==> config.mk <==
export PLATFORM = sky130hd
export DESIGN_NAME = keyed_byte_stream_hash
export DESIGN_NICKNAME = d
export VERILOG_FILES = /design/src/sv/kbsh_pkg.sv /design/src/sv/kbsh_ctrl.sv /design/src/sv/kbsh_datapath.sv /design/src/sv/keyed_byte_stream_hash.sv
export VERILOG_INCLUDE_DIRS = /design/src /design/src/sv
export SDC_FILE = /design/constraint.sdc
export NUM_CORES = 2
export LEC_CHECK = 0
export BUFFER_PORTS_ARGS = -buffer_cell sky130_fd_sc_hd__buf_2
export CAP_MARGIN = 20
export CORE_ASPECT_RATIO = 1.4
export CORE_UTILIZATION = 50
export CTS_CLUSTER_SIZE = 30
export DETAILED_ROUTE_END_ITERATION = 8
export PLACE_DENSITY = 0.69
export SYNTH_ARGS = -nofsm -noshare
export SYNTH_HDL_FRONTEND = slang
export SYNTH_SLANG_ARGS = --single-unit
==> constraint.sdc <==
create_clock -name clk_i -period 12.5 [get_ports clk_i]
set_input_delay 2.5 -clock clk_i [delete_from_list [all_inputs] [get_ports clk_i]]
set_output_delay 2.5 -clock clk_i [all_outputs]
set_load 0.01 [all_outputs]
==> src/sv/keyed_byte_stream_hash_macros.svh <==
// Assertion helpers for the keyed byte stream hash.
// Assertions sample on clk_i and are disabled while rst_ni is low.
`ifndef KEYED_BYTE_STREAM_HASH_MACROS_SVH
`define KEYED_BYTE_STREAM_HASH_MACROS_SVH

`ifndef SYNTH
`define KBSH_ASSERT(lbl, prop) \
  lbl: assert property (@(posedge clk_i) disable iff (!rst_ni) prop) \
    else $error("kbsh assertion failed");
`define KBSH_ASSERT_IMP(lbl, ante, cons) `KBSH_ASSERT(lbl, ante |-> cons)
`define KBSH_ASSERT_NEXT(lbl, ante, cons) `KBSH_ASSERT(lbl, ante |=> cons)
`else
`define KBSH_ASSERT(lbl, prop)
`define KBSH_ASSERT_IMP(lbl, ante, cons)
`define KBSH_ASSERT_NEXT(lbl, ante, cons)
`endif

`endif

==> src/sv/kbsh_pkg.sv <==
package kbsh_pkg;

  localparam int unsigned WordWidth = 64;
  localparam int unsigned ByteWidth = 8;
  localparam int unsigned PosWidth  = 3;

  localparam logic [WordWidth-1:0] SipC0 = 64'h736f6d6570736575;
  localparam logic [WordWidth-1:0] SipC1 = 64'h646f72616e646f6d;
  localparam logic [WordWidth-1:0] SipC2 = 64'h6c7967656e657261;
  localparam logic [WordWidth-1:0] SipC3 = 64'h7465646279746573;
  localparam logic [WordWidth-1:0] SipFinalXor = 64'h00000000000000ff;

  typedef enum logic {
    REG_KEY_LOW  = 1'b0,
    REG_KEY_HIGH = 1'b1
  } reg_index_e;

  typedef enum logic [1:0] {
    OP_NONE       = 2'd0,
    OP_ACCEPT     = 2'd1,
    OP_LOAD_FINAL = 2'd2,
    OP_ROUND      = 2'd3
  } dp_op_e;

  // Command from the controller to the datapath, one per cycle.
  typedef struct packed {
    dp_op_e op;
    logic   half;          // 0: first half of a SipRound, 1: second half
    logic   xor_word_in;   // fold the message word into lane three before the round
    logic   xor_word_out;  // fold the message word into lane zero after the round
    logic   xor_ff_in;     // finalization constant into lane two before the round
    logic   load_digest;   // capture the digest from the round result
  } dp_cmd_t;

  typedef struct packed {
    logic full_word;       // the byte on the input completes an eight-byte word
  } dp_status_t;

endpackage

==> src/sv/kbsh_ctrl.sv <==
`include "keyed_byte_stream_hash_macros.svh"

module kbsh_ctrl
  import kbsh_pkg::*;
(
  input  logic       clk_i,
  input  logic       rst_ni,
  input  logic       in_valid_i,
  output logic       in_stall_o,
  input  logic       byte_present_i,
  input  logic       end_of_message_i,
  output logic       out_valid_o,
  input  logic       out_stall_i,
  input  dp_status_t status_i,
  output dp_cmd_t    cmd_o
);

  typedef enum logic [3:0] {
    ST_IDLE   = 4'b0001,
    ST_ABSORB = 4'b0010,
    ST_FINAL  = 4'b0100,
    ST_ROUNDS = 4'b1000
  } state_e;

  localparam logic [2:0] CntAbsorbLast = 3'd3;
  localparam logic [2:0] CntFinishLast = 3'd7;

  state_e     state_q, state_d;
  logic [2:0] cnt_q, cnt_d;
  logic       last_q, last_d;
  logic       fin_q, fin_d;
  logic       out_valid_q, out_valid_d;
  logic       accept;

  assign in_stall_o  = (state_q != ST_IDLE);
  assign out_valid_o = out_valid_q;
  assign accept      = in_valid_i && !in_stall_o;

  always_comb begin
    state_d = state_q;
    cnt_d   = cnt_q;
    last_d  = last_q;
    fin_d   = fin_q;
    cmd_o   = '{op: OP_NONE, default: 1'b0};
    unique case (state_q)
      ST_IDLE: begin
        // drop requests that carry neither a byte nor an end mark
        if (accept && (byte_present_i || end_of_message_i)) begin
          cmd_o.op = OP_ACCEPT;
          last_d   = end_of_message_i;
          fin_d    = 1'b0;
          cnt_d    = '0;
          if (status_i.full_word) begin
            state_d = ST_ABSORB;
          end else if (end_of_message_i) begin
            state_d = ST_FINAL;
          end
        end
      end
      ST_ABSORB: begin
        cmd_o.op           = OP_ROUND;
        cmd_o.half         = cnt_q[0];
        cmd_o.xor_word_in  = (cnt_q == '0);
        cmd_o.xor_word_out = (cnt_q == CntAbsorbLast);
        cnt_d              = cnt_q + 3'd1;
        if (cnt_q == CntAbsorbLast) begin
          cnt_d = '0;
          priority if (fin_q) begin
            state_d = ST_ROUNDS;
          end else if (last_q) begin
            state_d = ST_FINAL;
          end else begin
            state_d = ST_IDLE;
          end
        end
      end
      ST_FINAL: begin
        cmd_o.op = OP_LOAD_FINAL;
        fin_d    = 1'b1;
        state_d  = ST_ABSORB;
      end
      ST_ROUNDS: begin
        // hold the last round while the previous digest still waits
        if (!(cnt_q == CntFinishLast && out_valid_q && out_stall_i)) begin
          cmd_o.op        = OP_ROUND;
          cmd_o.half      = cnt_q[0];
          cmd_o.xor_ff_in = (cnt_q == '0);
          cnt_d           = cnt_q + 3'd1;
          if (cnt_q == CntFinishLast) begin
            cmd_o.load_digest = 1'b1;
            cnt_d             = '0;
            state_d           = ST_IDLE;
          end
        end
      end
      default: begin
        state_d = ST_IDLE;
      end
    endcase
  end

  always_comb begin
    priority if (cmd_o.load_digest) begin
      out_valid_d = 1'b1;
    end else if (out_valid_q && !out_stall_i) begin
      out_valid_d = 1'b0;
    end else begin
      out_valid_d = out_valid_q;
    end
  end

  always_ff @(posedge clk_i or negedge rst_ni) begin
    if (!rst_ni) begin
      state_q     <= ST_IDLE;
      cnt_q       <= '0;
      last_q      <= 1'b0;
      fin_q       <= 1'b0;
      out_valid_q <= 1'b0;
    end else begin
      state_q     <= state_d;
      cnt_q       <= cnt_d;
      last_q      <= last_d;
      fin_q       <= fin_d;
      out_valid_q <= out_valid_d;
    end
  end

  `KBSH_ASSERT_IMP(a_digest_no_overwrite, cmd_o.load_digest, !(out_valid_q && out_stall_i))
  `KBSH_ASSERT_NEXT(a_digest_sets_valid, cmd_o.load_digest, out_valid_q)
  `KBSH_ASSERT_NEXT(a_full_word_absorbs, (accept && status_i.full_word), (state_q == ST_ABSORB))
  `KBSH_ASSERT_NEXT(a_final_then_absorb, (state_q == ST_FINAL), (state_q == ST_ABSORB && fin_q))

endmodule

==> src/sv/kbsh_datapath.sv <==
module kbsh_datapath
  import kbsh_pkg::*;
(
  input  logic                 clk_i,
  input  logic                 rst_ni,
  input  logic                 cfg_we_i,
  input  logic                 cfg_index_i,
  input  logic [WordWidth-1:0] cfg_wdata_i,
  input  logic [ByteWidth-1:0] data_byte_i,
  input  logic                 byte_present_i,
  input  dp_cmd_t              cmd_i,
  output dp_status_t           status_o,
  output logic [WordWidth-1:0] digest_o
);

  logic [WordWidth-1:0] key_low_q, key_high_q;
  logic [WordWidth-1:0] v0_q, v1_q, v2_q, v3_q;
  logic [WordWidth-1:0] v0_d, v1_d, v2_d, v3_d;
  logic [WordWidth-1:0] pw_q, pw_d;
  logic [WordWidth-1:0] word_q, word_d;
  logic [WordWidth-1:0] digest_q, digest_d;
  logic [PosWidth-1:0]  pos_q, pos_d;
  logic [7:0]           len_q, len_d;
  logic                 in_msg_q, in_msg_d;

  // message start view: fresh counters when no message is open
  logic [PosWidth-1:0]  pos_eff;
  logic [7:0]           len_eff;
  logic [WordWidth-1:0] pw_eff;
  logic [WordWidth-1:0] pw_merged;

  // shared half-round
  logic [WordWidth-1:0] r_v2, r_v3;
  logic [WordWidth-1:0] ra, rb, rc, rd;
  logic [WordWidth-1:0] ra1, rc1, rb1, rd1, ra2;
  logic [WordWidth-1:0] rb_rot, rd_rot;
  logic [WordWidth-1:0] n0, n1, n2, n3;

  assign pos_eff   = in_msg_q ? pos_q : '0;
  assign len_eff   = in_msg_q ? len_q : '0;
  assign pw_eff    = in_msg_q ? pw_q : '0;
  assign pw_merged = pw_eff | ({{(WordWidth-ByteWidth){1'b0}}, data_byte_i}
                               << {pos_eff, 3'b000});

  assign status_o.full_word = byte_present_i && (pos_eff == {PosWidth{1'b1}});
  assign digest_o = digest_q;

  assign r_v2 = v2_q ^ (cmd_i.xor_ff_in ? SipFinalXor : '0);
  assign r_v3 = v3_q ^ (cmd_i.xor_word_in ? word_q : '0);

  // second half is the first with lanes zero and two swapped, and its own rotations
  assign ra  = cmd_i.half ? r_v2 : v0_q;
  assign rb  = v1_q;
  assign rc  = cmd_i.half ? v0_q : r_v2;
  assign rd  = r_v3;
  assign ra1 = ra + rb;
  assign rc1 = rc + rd;
  assign rb_rot = cmd_i.half ? {rb[46:0], rb[63:47]} : {rb[50:0], rb[63:51]};
  assign rd_rot = cmd_i.half ? {rd[42:0], rd[63:43]} : {rd[47:0], rd[63:48]};
  assign rb1 = rb_rot ^ ra1;
  assign rd1 = rd_rot ^ rc1;
  assign ra2 = {ra1[31:0], ra1[63:32]};

  always_comb begin
    n1 = rb1;
    n3 = rd1;
    if (cmd_i.half) begin
      n0 = rc1;
      n2 = ra2;
    end else begin
      n0 = ra2;
      n2 = rc1;
    end
    if (cmd_i.xor_word_out) begin
      n0 = n0 ^ word_q;
    end
  end

  always_comb begin
    v0_d     = v0_q;
    v1_d     = v1_q;
    v2_d     = v2_q;
    v3_d     = v3_q;
    pw_d     = pw_q;
    word_d   = word_q;
    pos_d    = pos_q;
    len_d    = len_q;
    in_msg_d = in_msg_q;
    digest_d = digest_q;
    unique case (cmd_i.op)
      OP_ACCEPT: begin
        if (!in_msg_q) begin
          v0_d = key_low_q ^ SipC0;
          v1_d = key_high_q ^ SipC1;
          v2_d = key_low_q ^ SipC2;
          v3_d = key_high_q ^ SipC3;
        end
        in_msg_d = 1'b1;
        pw_d     = pw_eff;
        pos_d    = pos_eff;
        len_d    = len_eff;
        if (byte_present_i) begin
          pw_d  = pw_merged;
          pos_d = pos_eff + 3'd1;
          len_d = len_eff + 8'd1;
          if (status_o.full_word) begin
            word_d = pw_merged;
            pw_d   = '0;
          end
        end
      end
      OP_LOAD_FINAL: begin
        word_d   = pw_q | {len_q, {(WordWidth-8){1'b0}}};
        pw_d     = '0;
        pos_d    = '0;
        len_d    = '0;
        in_msg_d = 1'b0;
      end
      OP_ROUND: begin
        v0_d = n0;
        v1_d = n1;
        v2_d = n2;
        v3_d = n3;
        if (cmd_i.load_digest) begin
          digest_d = n0 ^ n1 ^ n2 ^ n3;
        end
      end
      default: begin
      end
    endcase
  end

  always_ff @(posedge clk_i or negedge rst_ni) begin
    if (!rst_ni) begin
      key_low_q  <= '0;
      key_high_q <= '0;
      v0_q       <= SipC0;
      v1_q       <= SipC1;
      v2_q       <= SipC2;
      v3_q       <= SipC3;
      pos_q      <= '0;
      len_q      <= '0;
      in_msg_q   <= 1'b0;
    end else begin
      if (cfg_we_i) begin
        unique case (reg_index_e'(cfg_index_i))
          REG_KEY_LOW:  key_low_q  <= cfg_wdata_i;
          REG_KEY_HIGH: key_high_q <= cfg_wdata_i;
          default: begin
          end
        endcase
      end
      v0_q     <= v0_d;
      v1_q     <= v1_d;
      v2_q     <= v2_d;
      v3_q     <= v3_d;
      pos_q    <= pos_d;
      len_q    <= len_d;
      in_msg_q <= in_msg_d;
    end
  end

  always_ff @(posedge clk_i) begin
    pw_q     <= pw_d;
    word_q   <= word_d;
    digest_q <= digest_d;
  end

endmodule

==> src/sv/keyed_byte_stream_hash.sv <==
// SipHash-2-4 over a byte stream, one byte per request, one half SipRound per cycle;
//   a waiting digest can hold the last finalization half round. A byte that completes
//   a word stalls the input for four absorb half rounds; other bytes do not stall it. An
//   end mark stalls it for the final-word load, four absorb and eight finalization half
//   rounds, after the full-word absorb if it completes a word; then the digest is valid.
// Reset: keys clear to zero, no message is open, output valid drops; no clearing pass.
module keyed_byte_stream_hash
  import kbsh_pkg::*;
(
  input  logic                 clk_i,
  input  logic                 rst_ni,
  input  logic                 cfg_we_i,
  input  logic                 cfg_index_i,
  input  logic [WordWidth-1:0] cfg_wdata_i,
  input  logic                 in_valid_i,
  output logic                 in_stall_o,
  input  logic [ByteWidth-1:0] data_byte_i,
  input  logic                 byte_present_i,
  input  logic                 end_of_message_i,
  output logic                 out_valid_o,
  input  logic                 out_stall_i,
  output logic [WordWidth-1:0] digest_o
);

  dp_cmd_t    cmd;
  dp_status_t status;

  kbsh_ctrl u_ctrl (
    .clk_i            (clk_i),
    .rst_ni           (rst_ni),
    .in_valid_i       (in_valid_i),
    .in_stall_o       (in_stall_o),
    .byte_present_i   (byte_present_i),
    .end_of_message_i (end_of_message_i),
    .out_valid_o      (out_valid_o),
    .out_stall_i      (out_stall_i),
    .status_i         (status),
    .cmd_o            (cmd)
  );

  kbsh_datapath u_dp (
    .clk_i          (clk_i),
    .rst_ni         (rst_ni),
    .cfg_we_i       (cfg_we_i),
    .cfg_index_i    (cfg_index_i),
    .cfg_wdata_i    (cfg_wdata_i),
    .data_byte_i    (data_byte_i),
    .byte_present_i (byte_present_i),
    .cmd_i          (cmd),
    .status_o       (status),
    .digest_o       (digest_o)
  );

endmodule

* Yosys cells after proc, flatten, opt, wreduce, memory -nomap -nowiden *
Cells that the tools add are included.
Widths: inputs -> output; s select.

word-level totals
  register bits = 598
  input port bits = 80
  output and inout port bits = 66
  word-level logic and storage cells = 138

cells by class
  add/sub/neg operators = 5
  equal/unequal tests = 19
  shifts and indexed selects = 1
  muxes and demuxes = 57
  bitwise gates (word level) = 15
  reduce and logical (&&, ||, !) cells = 24

operator list
  operator             count
  $mux 64              17
  $pmux 64 s2          6
  $xor 64x64->64       8
  $add 64x64->64       2
  $or 64x64->64        2
  $shl 8x6->64         1
  $not 37->37          1
  $not 35->35          1
  $not 34->34          1
  $not 32->32          1
  $mux 4               7
  $mux 3               8
  $mux 8               3
  $pmux 4 s4           1
  $pmux 8 s2           1
  $reduce_and 2->1     6
  $pmux 3 s3           1
  $add 8x1->8 const B  1
  $ne 2x2->1 const B   4
  $pmux 2 s4           1
  $reduce_bool 2->1    4
  $add 3x1->3 const B  2
  $eq 3x3->1 const B   2
  $logic_and 1x1->1    6
  21 further kinds     34

* Longest topological paths before layout *
  depth after elaboration = 15
  gate-level depth with buffers = 27
  mapped depth without buffers = 22

* Cells and area by module *
Synthesis repeated with hierarchy kept, for this count alone.

second synthesis, totals
  cell total of the unflattened synthesis = 4587
  area, all modules = 42592.1 um^2

modules (own cells, without submodules)
  module         times used  cells each  area an instance (um^2)  seq. area each (um^2)
  kbsh_datapath  1           4509        41838.9                  15847.7
  kbsh_ctrl      1           78          753.2                    251.5

* Least setup slack after synthesis *
No wires, ideal clock.

  path kind = input-to-reg
  start = input byte_present_i
  end = register u_dp.word_q[0] (enable)
  setup time = 0.574 ns
  arrival = 8.069 ns
  data required time = 11.926 ns
  setup slack = 3.856 ns
  stages on the path = 7
  path buffers = 2
  cell sequence = clkbuf_1 > clkbuf_1 > o211ai_1 > and2_1 > ha_1 > inv_1 > o21ai_0

between the ends
  word-level cells in the longest chain between the ends = 7
  elaborated cells between the ends (all ways) = 11
  those cells by class = eq/ne (4); mux (2); reduce/logical (5)

RTL lines
  element                                                    line                          text
  from (decl)                                                keyed_byte_stream_hash.sv:18  input logic byte_present_i,
  $logic_or 1x1->1                                           kbsh_ctrl.sv:48               if (accept && (byte_present_i || end_of_message_i)) begin
  $logic_and 1x1->1                                          kbsh_ctrl.sv:48
  $mux 1                                                     kbsh_ctrl.sv:48
  $pmux 2 s4                                                 kbsh_ctrl.sv:45               unique case (state_q)
  $eq 2x1->1 or $eq 2x2->1 (tied branches)                   kbsh_datapath.sv:90           unique case (cmd_i.op)
  $ne 2x2->1 (no line) or $reduce_bool 2->1 (tied branches)  -
  $reduce_and 3->1 (no line) (*)                             -
  to (signal assigned)                                       kbsh_datapath.sv:165          word_q <= word_d;
  to (decl)                                                  kbsh_datapath.sv:20           logic [WordWidth-1:0] word_q, word_d;

Every way passes the cells marked *; elsewhere a longest branch is shown, timed or not.
A chain may end at the register's enable or synchronous reset.

* Final worst setup path *
  start = input out_stall_i
  end = register u_dp.digest_q[48], in the netlist u_dp.digest_o[48] (data pin)

between the ends
  word-level cells in the longest chain between the ends = 13
  elaborated cells between the ends (all ways) = 22
  those cells by class = add/sub (2); mux (12); bitwise (7); reduce/logical (1)

RTL lines
  element                            line                                      text
  from (decl)                        keyed_byte_stream_hash.sv:21              input logic out_stall_i,
  $logic_and 1x1->1 (*)              kbsh_ctrl.sv:84                           if (!(cnt_q == CntFinishLast && out_valid_q && out_stall_i)) begin
  $mux 2                             kbsh_ctrl.sv:84
  $mux 2                             kbsh_ctrl.sv:45
  $mux 8                             kbsh_datapath.sv:48                       assign r_v2 = v2_q ^ (cmd_i.xor_ff_in ? SipFinalXor : '0);
  $xor 64x64->64                     kbsh_datapath.sv:48
  $mux 64 (on tied branches)         kbsh_datapath.sv:52, kbsh_datapath.sv:54
  $add 64x64->64 (on tied branches)  kbsh_datapath.sv:56, kbsh_datapath.sv:57
  $mux 64                            kbsh_datapath.sv:67                       if (cmd_i.half) begin
  $xor 64x64->64                     kbsh_datapath.sv:75                       n0 = n0 ^ word_q;
  $mux 64                            kbsh_datapath.sv:74                       if (cmd_i.xor_word_out) begin
  $xor 64x64->64 (2 in a row)        kbsh_datapath.sv:125                      digest_d = n0 ^ n1 ^ n2 ^ n3;
  $xor 64x64->64 (*)                 kbsh_datapath.sv:125
  to (signal assigned)               kbsh_datapath.sv:166                      digest_q <= digest_d;
  to (decl)                          kbsh_datapath.sv:21                       logic [WordWidth-1:0] digest_q, digest_d;

Marks and branches as above.

==> flow_summary.json <==
{
  "status": "complete, but fails checks",
  "violations": "DRC",
  "portBuffers": 145,
  "drive_gt1_frac": 0.140,
  "ant_nets": 0,
  "slew-limit-headroom": 0.142,
  "hold_viol_final": 0,
  "synth_top_family_by_area": "compound AO/OA/AOI/OAI gates",
  "start_util": 0.504,
  "netlist_instances": 4727,
  "cp_cell_sequence": "buf_2, nand3_1, a21oi_1, nor2_4, buf_4, buf_12, nand2_1, nand2_1, ha_1, nand4_1, nor2_1, nand4_1, nor4_1, o21ai_1, nor3b_1, nor2_1, o21ai_1, xor2_1, xor2_1, xnor2_1",
  "synth_enable_flop_cells": 192,
  "die_x_um": 246,
  "gp_congestion": 1.05,
  "grt_pass1_vias": 34900,
  "yosys.area_share.simple": 0.162,
  "max_freq_mhz": 120,
  "drt_iter0_drc": 4320,
  "synth_cell_types": 89,
  "grt_pass1_wl_um": 249000,
  "min_period_ns": 8.33,
  "cp.arrival_ns": 8.68,
  "cts_max_path_buffers": 3,
  "cp_slowest_cell": "xor2_1",
  "crit_family": "simple AND/OR/NAND/NOR gates",
  "rsz0062_at_grt": "false",
  "row_count": 125,
  "dieArea_sq_mm": 0.0846,
  "cts_buffers": 66,
  "antenna_found_initial": 4,
  "clock_skew_ns": 0.0275,
  "synth-seq-cells": 598,
  "ys_seq_area_frac": 0.386,
  "end_kind": "flip-flop",
  "cts_setup_buffers": 0,
  "yosys.area_share.adder": 0.0424,
  "clkLatencyLatePin_ns": 0.64,
  "core_area_sq_mm": 0.0827,
  "ios": 146,
  "syn_to_final_growth_pct": 9.25,
  "synth_warnings": 0,
  "synth_area_sq_mm": 0.0417,
  "muxShareOfSynthArea": 0.0777,
  "dr.pass1.iters": 8,
  "worst_pin_slew_ns": 1.28,
  "gr-total-overflow": 0,
  "slowest_delay_ns": 0.89,
  "wl_per_cell_um": 30.1,
  "synth_area_per_cell_sq_um": 8.82,
  "async_flop_share": 0.679,
  "vias_per_cell": 6.34,
  "critPathMaxFanout": 126,
  "maxCapViolCount": 0,
  "crit_path_start_kind": "input port",
  "drc": 4,
  "cp_num_buf_inv": 3,
  "grt_max_degree": 183,
  "synth_nets": 4947,
  "slew_viol_final": 0,
  "synth_compound_area_frac": 0.180,
  "cts_root_buf": "clkbuf_16",
  "nets": 4924,
  "critical_path_class": "input port to flip-flop",
  "drt-total-wl_um": 176000,
  "cts_tree": "built",
  "num_vias": 37000,
  "setup-tns-final_ns": 0,
  "fin_crit_sh": 0.666,
  "clock_sinks": 598,
  "synthXorXnorAreaFrac": 0.120,
  "setup_viol": 0,
  "die_height_um": 344,
  "hold_buffers": 0,
  "htreeDepth": 3,
  "worstPathRequired_ns": 12.85,
  "hold_class": "flip-flop to flip-flop",
  "dp.final_hpwl_um": 136000,
  "clkTransAtPathRegs_ns": 0.06,
  "grt_usage": 0.414,
  "synth-main-ff-cell": "dfrtp_1",
  "post_cts_resized": 0
}
-- state kept, by name (all words and copies together), names as in the netlist, 3 cells and up --
register / cells
u_ctrl.cnt_q: 3
u_ctrl.state_q: 4
u_dp.digest_o: 64
u_dp.key_high_q: 64
u_dp.key_low_q: 64
u_dp.len_q: 8
u_dp.pos_q: 3
u_dp.pw_q: 64
u_dp.rb: 64
u_dp.v0_q: 64
u_dp.v2_q: 64
u_dp.v3_q: 64
u_dp.word_q: 64
-- routing by layer --
layer / part of all wire / GRT usage / vias up
met5: 0.00016 / 0 / -
li1: - / - / 16500
met2: 0.44 / 0.624 / 1901
met1: 0.39 / 0.534 / 18200
met3: 0.088 / 0.0740 / 425
met4: 0.084 / 0.296 / 4
-- final timing paths --
path	start	to	slack (ns)	cells after the start
max	out_stall_i	u_dp.digest_o[48]	4.17	20
min	u_dp.v2_q[29]	u_dp.v2_q[29]	0.49	2
max in group asynchronous	rst_ni	u_dp.v2_q[24]	8.33	3
max reg2reg	u_ctrl.state_q[2]	u_dp.digest_o[60]	5.03	21
min in group asynchronous	rst_ni	u_dp.rb[40]	1.88	1
min reg2reg	u_dp.v2_q[29]	u_dp.v2_q[29]	0.49	2
-- kinds of logic after synthesis --
family	after synthesis
flip-flops	598
AO/OA/AOI/OAI	1162
adder cells (fa/ha/maj)	140
multiplexers	304
buffers and inverters	361
XOR/XNOR	561
AND/OR/NAND/NOR	1601
-- placed cells by master, fill, tap and decap left out, types with 35 or more instances in the layout --
cell type,count
nand2_1,789
nor2_1,475
xnor2_1,373
a21oi_1,348
dfrtp_1,266
o21ai_0,251
edfxtp_1,192
xor2_1,178
mux2_2,160
buf_2,144
mux2i_1,142
dfstp_2,139
ha_1,137
a21o_1,132
a22oi_1,69
clkbuf_16,69
a22o_1,63
buf_4,59
inv_1,58
nor3_1,53
nand3_1,50
nand4_1,46
and3_1,41
nor2b_1,38
o211ai_1,35
o21bai_1,35
-- Yosys cell counts (all sizes together) (5+ instances only) --
cell type  instances  share of area
ha               138          0.041
a31oi             21         0.0031
o2111ai            5         0.0012
a211o              6         0.0013
and3              42         0.0063
nand2b            12         0.0018
mux2i            144          0.035
a21oi            349          0.042
o21ai            263          0.032
nor2             479          0.043
o221ai             5         0.0012
a221oi            30         0.0064
mux2             160          0.043
edfxtp           192           0.14
dfstp            139          0.088
a221o              6         0.0014
and4               5         0.0010
o21a              30         0.0054
o211ai            36         0.0066
nand4             46         0.0069
o31ai             17         0.0034
xnor2            380          0.081
a41oi              6         0.0016
dfrtp            267           0.16
o22ai              6         0.0010
xor2             178          0.037
a21o             132          0.024
nor4              17         0.0025
and2              21         0.0031
or3               19         0.0028
clkbuf           247          0.022
nor3              53         0.0064
o21bai            35         0.0063
a22o              63          0.013
a22oi             69          0.012
buf               54         0.0052
a21boi            10         0.0019
inv               60         0.0054
a2111oi            6         0.0022
nand2            793          0.071
nor2b             39         0.0058
a211oi            33         0.0059
a311oi            10         0.0021
nand3             50         0.0060
or2                9         0.0013
-- area by class of cell --
| class | instances | area [sq um] |
|---|---|---|
| fillers | 7507 | 37200 |
| multi-input cells | 3768 | 24400 |
| flip-flops and latches | 598 | 16100 |
| clock buffers | 93 | 1890 |
| well taps | 1079 | 1350 |
| repair buffers | 210 | 1300 |
| clock inverters | 27 | 325 |
| inverters | 60 | 225 |
| diodes | 2 | 5.00 |
-- stage by stage --
step	setup slack, ns	hold slack [ns]	cell area (sq um)	util	instances
floorplan	3.86	0.459	41700	-	4727
global placement	3.85	0.470	43300	0.523	5709
detailed placement	3.79	0.475	43300	0.524	5713
CTS	4.41	0.483	45600	0.551	5833
global route	3.97	0.499	45600	0.551	5835
finish	4.17	0.486	45600	0.551	5837
-- worst register-to-register path, stage by stage (launching register included) --
cell and delay, ns:
dfrtp_1 0.40, nor2_1 0.15, and3_1 0.42, and3_2 0.59, buf_4 0.68, nand2_1 0.16
xnor2_1 0.36, ha_1 0.27, inv_1 0.08, fa_1 0.46, and2b_1 0.25, o2111ai_2 0.17
a21boi_2 0.28, o2111ai_1 0.27, a2111oi_2 1.00, nor4bb_1 0.26, o31ai_1 0.35, xor2_1 0.43
xnor2_1 0.22, a21oi_2 0.10, xnor2_1 0.16, xnor2_1 0.16
Power is not shown: default switching activity piles up to over one toggle a cycle in this logic, so the estimate is an artifact.
